[config.mk]
export PLATFORM = sky130hd
export DESIGN_NAME = multi_led_flash_controller_unit
export DESIGN_NICKNAME = d
export VERILOG_FILES = /design/src/hdl/mlfc_pkg.sv /design/src/hdl/mlfc_slot.sv /design/src/hdl/multi_led_flash_controller_unit.sv
export SDC_FILE = /design/constraint.sdc
export NUM_CORES = 1
export LEC_CHECK = 0
export BUFFER_PORTS_ARGS = -buffer_cell sky130_fd_sc_hd__buf_2
export CAP_MARGIN = 20
export CORE_MARGIN = 1
export CORE_UTILIZATION = 30
export DETAILED_ROUTE_END_ITERATION = 8
export GPL_TIMING_DRIVEN = 0
export MAX_ROUTING_LAYER = met4
export SLEW_MARGIN = 0
export SYNTH_ARGS = -nofsm -noshare
export SYNTH_HDL_FRONTEND = slang
export SYNTH_HIERARCHICAL = 1
export SYNTH_SLANG_ARGS = --single-unit
[constraint.sdc]
create_clock -name clk_i -period 14.2 [get_ports clk_i]
set_input_delay 2.84 -clock clk_i [delete_from_list [all_inputs] [get_ports clk_i]]
set_output_delay 2.84 -clock clk_i [all_outputs]
set_load 0.05 [all_outputs]
[src/hdl/mlfc_pkg.sv]
// ---------------------------------------------------------------------------
// mlfc package
// payload types, constants and codes of the led flash controller
// ---------------------------------------------------------------------------
package mlfc_pkg;

  localparam int LED_MAX          = 8;
  localparam int LED_COUNT_DEF    = 8;
  localparam int MS_PER_UNIT_DEF  = 50;
  localparam int CNT_W            = 14;
  localparam int MIN_FRAME_LEN    = 3;
  localparam int PERIOD_FRAME_LEN = 4;
  localparam int CFG_IDX_W        = 3;
  localparam int CFG_DATA_W       = 11;

  typedef enum logic [CFG_IDX_W-1:0] {
    CFG_NODE_ADDR   = 3'd0,
    CFG_BCAST_ADDR  = 3'd1,
    CFG_CMD_ID      = 3'd2,
    CFG_STATUS_ID   = 3'd3,
    CFG_ACTIVE_HIGH = 3'd4
  } cfg_idx_e;

  typedef struct packed {
    logic        command;
    logic [10:0] frame_id;
    logic [3:0]  frame_len;
    logic [7:0]  target_node;
    logic [7:0]  led_mask;
    logic [7:0]  led_request;
    logic [7:0]  flash_period;
  } in_t;

  typedef struct packed {
    logic [7:0]  pin_levels;
    logic        status_valid;
    logic [10:0] status_frame;
    logic [7:0]  status_node;
    logic [7:0]  status_bitmap;
  } out_t;

  // per-beat command broadcast to every led slot
  typedef struct packed {
    logic             tick;
    logic             frame_ok;
    logic [CNT_W-1:0] half;
  } slot_cmd_t;

endpackage

[src/hdl/mlfc_slot.sv]
// ---------------------------------------------------------------------------
// mlfc led slot
// mode, phase and countdown of one led
// ---------------------------------------------------------------------------
module mlfc_slot
  import mlfc_pkg::*;
(
  input  logic      clk_i,
  input  logic      rst_ni,
  input  logic      en_i,
  input  slot_cmd_t cmd_i,
  input  logic      sel_i,
  input  logic      req_i,
  output logic      lit_o,
  output logic      active_o
);

  logic             active_q, active_d;
  logic             phase_q, phase_d;
  logic [CNT_W-1:0] interval_q, interval_d;
  logic [CNT_W-1:0] count_q, count_d;
  logic [CNT_W-1:0] count_dec;

  assign count_dec = (count_q != '0) ? count_q - CNT_W'(1) : count_q;

  always_comb begin
    active_d   = active_q;
    phase_d    = phase_q;
    interval_d = interval_q;
    count_d    = count_q;
    if (cmd_i.tick) begin
      if (interval_q != '0) begin
        if (count_dec == '0) begin
          phase_d = ~phase_q;
          count_d = interval_q;
        end else begin
          count_d = count_dec;
        end
      end
    end else if (cmd_i.frame_ok && sel_i) begin
      if (!req_i) begin
        interval_d = '0;
        active_d   = 1'b0;
      end else if (cmd_i.half == '0) begin
        interval_d = '0;
        active_d   = 1'b1;
      end else begin
        interval_d = cmd_i.half;
        phase_d    = 1'b1;
        count_d    = cmd_i.half;
        active_d   = 1'b1;
      end
    end
  end

  // levels seen after this beat's update
  assign lit_o    = active_d && ((interval_d == '0) || phase_d);
  assign active_o = active_d;

  always_ff @(posedge clk_i or negedge rst_ni) begin
    if (!rst_ni) begin
      active_q   <= 1'b0;
      phase_q    <= 1'b0;
      interval_q <= '0;
      count_q    <= '0;
    end else if (en_i) begin
      active_q   <= active_d;
      phase_q    <= phase_d;
      interval_q <= interval_d;
      count_q    <= count_d;
    end
  end

endmodule

[src/hdl/multi_led_flash_controller_unit.sv]
// ---------------------------------------------------------------------------
// multi led flash controller unit
// drives up to eight leds from command frames and millisecond ticks
// ---------------------------------------------------------------------------
// usage
//   input channel: in_valid_i / in_stall_o / in_data_i, one beat per command
//   frame (command 0) or per millisecond tick (command 1)
//   output channel: out_valid_o / out_stall_i / out_data_o, exactly one beat
//   per input beat, in order: pin levels, plus the status reply fields when a
//   frame was accepted (zero otherwise)
//   configuration: cfg_valid_i / cfg_ready_o / cfg_index_i / cfg_data_i, always
//   ready; write only while the block is idle
//   latency: a beat taken at one edge shows on the output after the next edge
//   throughput: one beat per cycle, set by the single input register feeding
//   the led slots and the result register
//   reset: registers to their defaults (broadcast 255, active-high drive), all
//   leds off, both stages empty
//   stall: the result register holds; the input stage fills and then
//   in_stall_o rises until the receiver takes the waiting beat
// ---------------------------------------------------------------------------
module multi_led_flash_controller_unit
  import mlfc_pkg::*;
#(
  parameter int LED_COUNT   = LED_COUNT_DEF,
  parameter int MS_PER_UNIT = MS_PER_UNIT_DEF
) (
  input  logic                  clk_i,
  input  logic                  rst_ni,
  input  logic                  in_valid_i,
  output logic                  in_stall_o,
  input  in_t                   in_data_i,
  output logic                  out_valid_o,
  input  logic                  out_stall_i,
  output out_t                  out_data_o,
  input  logic                  cfg_valid_i,
  output logic                  cfg_ready_o,
  input  logic [CFG_IDX_W-1:0]  cfg_index_i,
  input  logic [CFG_DATA_W-1:0] cfg_data_i
);

  // leds that really exist
  localparam logic [LED_MAX-1:0] LedBits = LED_MAX'((1 << LED_COUNT) - 1);

  // configuration registers
  logic [7:0]  node_addr_q;
  logic [7:0]  bcast_addr_q;
  logic [10:0] cmd_id_q;
  logic [10:0] status_id_q;
  logic        active_high_q;

  // pipeline registers
  logic        s1_valid_q;
  in_t         s1_data_q;
  logic        out_valid_q;
  out_t        out_data_q;

  logic        out_free;
  logic        s1_fire;
  logic        in_fire;

  logic             addr_hit;
  logic             frame_ok;
  logic [CNT_W-1:0] period_ms;
  slot_cmd_t        slot_cmd;
  logic [LED_MAX-1:0] sel_mask;
  logic [LED_MAX-1:0] lit_w;
  logic [LED_MAX-1:0] active_w;
  logic [LED_MAX-1:0] pins;
  out_t        result;

  // ---------------------------------------------------------------- config
  assign cfg_ready_o = 1'b1;

  always_ff @(posedge clk_i or negedge rst_ni) begin
    if (!rst_ni) begin
      node_addr_q   <= 8'd0;
      bcast_addr_q  <= 8'd255;
      cmd_id_q      <= 11'd0;
      status_id_q   <= 11'd0;
      active_high_q <= 1'b1;
    end else if (cfg_valid_i && cfg_ready_o) begin
      case (cfg_idx_e'(cfg_index_i))
        CFG_NODE_ADDR:   node_addr_q   <= cfg_data_i[7:0];
        CFG_BCAST_ADDR:  bcast_addr_q  <= cfg_data_i[7:0];
        CFG_CMD_ID:      cmd_id_q      <= cfg_data_i[10:0];
        CFG_STATUS_ID:   status_id_q   <= cfg_data_i[10:0];
        CFG_ACTIVE_HIGH: active_high_q <= cfg_data_i[0];
        default: ;
      endcase
    end
  end

  // ---------------------------------------------------------- flow control
  // the result register frees up when empty or being taken this cycle
  assign out_free   = !out_valid_q || !out_stall_i;
  assign s1_fire    = s1_valid_q && out_free;
  assign in_stall_o = s1_valid_q && !out_free;
  assign in_fire    = in_valid_i && !in_stall_o;

  always_ff @(posedge clk_i or negedge rst_ni) begin
    if (!rst_ni) begin
      s1_valid_q <= 1'b0;
    end else if (in_fire) begin
      s1_valid_q <= 1'b1;
    end else if (s1_fire) begin
      s1_valid_q <= 1'b0;
    end
  end

  always_ff @(posedge clk_i) begin
    if (in_fire) begin
      s1_data_q <= in_data_i;
    end
  end

  // ------------------------------------------------------- frame decoding
  assign addr_hit = (s1_data_q.target_node == node_addr_q) ||
                    (s1_data_q.target_node == bcast_addr_q);

  assign frame_ok = !s1_data_q.command &&
                    (s1_data_q.frame_id == cmd_id_q) &&
                    (s1_data_q.frame_len >= 4'(MIN_FRAME_LEN)) &&
                    addr_hit;

  // half period in ms; a zero period byte gives zero, meaning solid
  assign period_ms = CNT_W'(s1_data_q.flash_period) * CNT_W'(MS_PER_UNIT);

  assign slot_cmd.tick     = s1_data_q.command;
  assign slot_cmd.frame_ok = frame_ok;
  assign slot_cmd.half     = (s1_data_q.frame_len >= 4'(PERIOD_FRAME_LEN)) ?
                             period_ms : '0;

  assign sel_mask = s1_data_q.led_mask & LedBits;

  // ------------------------------------------------------------ led slots
  for (genvar g = 0; g < LED_MAX; g++) begin : g_led
    if (g < LED_COUNT) begin : g_slot
      mlfc_slot u_slot (
        .clk_i    (clk_i),
        .rst_ni   (rst_ni),
        .en_i     (s1_fire),
        .cmd_i    (slot_cmd),
        .sel_i    (sel_mask[g]),
        .req_i    (s1_data_q.led_request[g]),
        .lit_o    (lit_w[g]),
        .active_o (active_w[g])
      );
    end else begin : g_none
      assign lit_w[g]    = 1'b0;
      assign active_w[g] = 1'b0;
    end
  end

  // polarity applies to existing leds only
  assign pins = (active_high_q ? lit_w : ~lit_w) & LedBits;

  // ---------------------------------------------------------------- result
  always_comb begin
    result.pin_levels    = pins;
    result.status_valid  = frame_ok;
    result.status_frame  = frame_ok ? status_id_q : 11'd0;
    result.status_node   = frame_ok ? node_addr_q : 8'd0;
    result.status_bitmap = frame_ok ? active_w : 8'd0;
  end

  always_ff @(posedge clk_i or negedge rst_ni) begin
    if (!rst_ni) begin
      out_valid_q <= 1'b0;
    end else if (out_free) begin
      out_valid_q <= s1_valid_q;
    end
  end

  always_ff @(posedge clk_i) begin
    if (s1_fire) begin
      out_data_q <= result;
    end
  end

  assign out_valid_o = out_valid_q;
  assign out_data_o  = out_data_q;

endmodule

==> metrics.md <==
| Metric | Value |
|---|---|
| CTS-repair resized insts | `0` |
| Layout area overhead | `16.9%` |
| Max FO, Critical Path | `3` |
| GPL Wtd Cong | `0.915` |
| Yosys cell types | `79` |
| Sequential standard cell area | `9570 µm²` |
| Seq/Total Area, Yosys | `0.441` |
| PwrDens | `144 nW/µm²` |
| Final setup margin | `7.97 ns` |
| Routed WL | `66.4 mm` |
| Critical Path Source Type | `primary input` |
| Clock sinks | `365` |
| DR vias | `18600` |
| Ys async rst share | `0.770` |
| Worst EP arrival | `3.39 ns` |
| Register bit total from synthesis | `365` |
| Post-synth EDFFs | `84` |
| GRT Total Usage | `0.184` |
| WHS | `0.493 ns` |
| Number of core rows | `98` |
| Drt drc | `0` |
| Total gr overflow | `0` |
| Core Util, Final | `0.355` |
| Nets@finish | `2482` |
| Max stage delay on crit path | `0.25 ns` |
| Final Hold Fails | `0` |
| Crit Path Class | `primary input to output port` |
| Setup WS pre-CTS | `7.97 ns` |
| Clock Pin Slew Worst Setup and Hold Paths | `0.06 ns` |
| Cells after synthesis | `2186` |
| Worst-margin pin slew | `1.18 ns` |
| Filler instances | `7128` |
| CP required | `11.36 ns` |
| Largest net degree at the start of global routing | `123` |
| H-tree Lvls | `2` |
| CTS buffer count | `41` |
| Area taken by multi-input logic gates | `11500 µm²` |
| Die Area | `73400 µm²` |
| Initial antenna violation count | `11` |
| Max Cap Viol | `0` |
| CTS root buf | `clkbuf_16` |
| Vias in the first global route | `18400` |
| Worst setup EP type | `output port` |
| Crit path max-delay family | `buffers and inverters` |
| Post-route cell area | `25400 µm²` |
| Die height | `271 µm` |
| Clock Path Buffers | `3` |
| Drt pass-1 iters | `5` |
| DR WL/cell | `19.7 µm` |
| Grt peak-use layer | `met2` |
| Die width | `271 µm` |
| Peak Freq | `161 MHz` |
| Leakage | `10.1 nW` |
| 1st-iter DRT viols | `1551` |
| Met3 Usage GRT | `0.0404` |
| Core Footprint | `71500 µm²` |
| Vias per inst | `5.53` |
| Hold crit path type | `flop to flop` |
| Outcome | `finished, final reports clean` |
| Share of cells above drive strength 1 | `0.167` |
| Unrepaired setup endpoints after global routing | `false` |
| DRT antenna net count | `0` |
| Hold Buf Count CTS | `0` |
| GR Util met1 | `0.248` |
| CTS tree | `yes` |
| Post-Syn Area | `21700 µm²` |
| Buf/Inv on CP | `3` |
| CP max-delay cell | `buf_2` |
| Relative max-transition margin | `0.213` |
| Layout Skew | `0.0216 ns` |
| Grt met2 use | `0.279` |
| Final Cycle Share | `0.439` |
| Ys flop type | `dfrtp_1` |
| Critical path's most frequent cell | `buf_2` |
| Clk_lat worst skew | `0.57 ns` |
| Placed Area | `24000 µm²` |
| Worst-path cell chain | `buf_2 -> nand3_1 -> inv_1 -> buf_2` |
| # setup viols final | `0` |
| Fin. max-slew vios | `0` |
| First-pass GRT wire length | `106 mm` |
| Starting Density | `0.303` |
| Ports | `106` |
| Maximum vdd ir drop | `0.0876 mV` |
| Fin crit period | `6.23 ns` |
| Port bufs | `104` |
| Average cell area after synthesis | `9.92 µm²` |
| Yosys warns | `6` |
| Detailed Place HPWL | `46.9 mm` |
| Postcts setup bufs | `0` |
==> worst paths after layout <==
path                               from                                    to  slack [ns]  depth (start not counted)
max in group asynchronous        rst_ni       g_led[4].g_slot.u_slot/active_q       10.80                          2
min reg2reg                  s1_valid_q                           out_valid_o        0.49                          1
min in group asynchronous        rst_ni                        status_id_q[9]        2.27                          1
min                          s1_valid_q                           out_valid_o        0.49                          1
max                         out_stall_i                            in_stall_o        7.97                          4
max reg2reg                s1_data_q[3]  g_led[6].g_slot.u_slot/interval_q[4]        8.51                         18
==> sequential cells by signal, indices dropped and copies added, names as in the netlist <==
| name | cells |
|---|---|
| bcast_addr_q | 8 |
| g_led.g_slot.u_slot/active_q | 8 |
| sel_mask | 8 |
| status_id_q | 11 |
| g_led.g_slot.u_slot/count_q | 112 |
| s1_valid_q | 1 |
| g_led.g_slot.u_slot/interval_q | 112 |
| s1_data_q | 40 |
| out_data_o | 36 |
| node_addr_q | 8 |
| g_led.g_slot.u_slot/phase_q | 8 |
| cmd_id_q | 11 |
| out_valid_o | 1 |
| active_high_q | 1 |
==> layout make-up <==
type	count	area share
Buffer	114	0.0242
Tap cell	950	0.0469
Clock buffer	49	0.0429
Sequential cell	365	0.377
Multi-Input combinational cell	1682	0.455
Inverter	48	0.00710
Timing Repair Buffer	123	0.0350
Clock inverter	27	0.0109
Antenna cell	9	0.000888
==> cell usage in the layout (no fill, tap or decap), drive strengths merged, types with 41 or more instances in the layout <==
cell    count
a211oi    105
a21oi      62
a22o       88
buf       159
clkbuf    123
dfrtp     272
edfxtp     84
inv        49
mux2       43
nand2     142
nand3      73
nand4      41
nor2      235
nor3       70
nor4       99
o21ai     139
or3        60
==> kinds of logic after synthesis <==
group,share of synthesized area
and+or+nand+nor,0.258
AOI/OAI and AO/OA,0.176
DFF,0.441
buffers and inverters,0.0366
muxes,0.0385
xor gates and xnor gates,0.0262
adders and majority gates,0.0241
other,0.000346
==> worst register-to-register path, cell delays in order, from the launching register on <==
cell and delay [ns]:
edfxtp_1 0.46, ha_1 0.34, ha_1 0.28, inv_1 0.05, fa_1 0.48, inv_1 0.05, ha_1 0.22, or4_1 0.55
o221a_2 0.28, mux2i_4 0.32, buf_16 0.25, nor4_1 0.33, nand4_1 0.16, and3_1 0.24, o21ai_1 0.55, clkbuf_1 0.42
nor2_1 0.12, clkbuf_1 0.26, a22o_1 0.25
==> power by group <==
part | switching, mW | total (mW) | internal, mW | leakage [nW]
registers | 0.216 | 1.49 | 1.27 | 4.41
logic | 0.653 | 1.07 | 0.413 | 4.99
clock network | 0.463 | 1.09 | 0.626 | 0.663
==> cell usage after synthesis (all sizes together), types with 18 or more instances <==
cell | count | area, µm²
nor3 | 70 | 350
a211oi | 105 | 788
a21oi | 62 | 310
o21a | 18 | 135
xnor2 | 25 | 219
nor3b | 32 | 335
edfxtp | 84 | 2520
nor4 | 99 | 866
a22o | 88 | 771
or4 | 29 | 253
nand3 | 73 | 365
nand4 | 41 | 297
xor2 | 40 | 350
clkbuf | 74 | 288
dfrtp | 272 | 6810
or3 | 60 | 380
mux2 | 43 | 484
buf | 36 | 285
ha | 37 | 463
a31oi | 36 | 225
inv | 48 | 180
and3 | 20 | 125
mux2i | 35 | 350
nand2 | 142 | 563
nor2 | 235 | 882
and2 | 21 | 131
o21ai | 139 | 696
==> per-layer routing <==
layer / vias to the layer above / routed length [µm]
met3: 94 / 5120
met2: 653 / 29700
met5: - / 0
met4: 0 / 1340
met1: 9182 / 30200
li1: 8699 / -
==> metrics by stage <==
stage	std cells	TNS (ns)	power [mW]
5_1_grt	3367	0	3.83
3_3_place_gp	3263	-11.14	2.48
6_report	3367	0	3.64
4_1_cts	3358	0	3.65
2_1_floorplan	2209	0	2.16
3_5_place_dp	3282	0	2.55
Power figures use the tool's default switching activity.
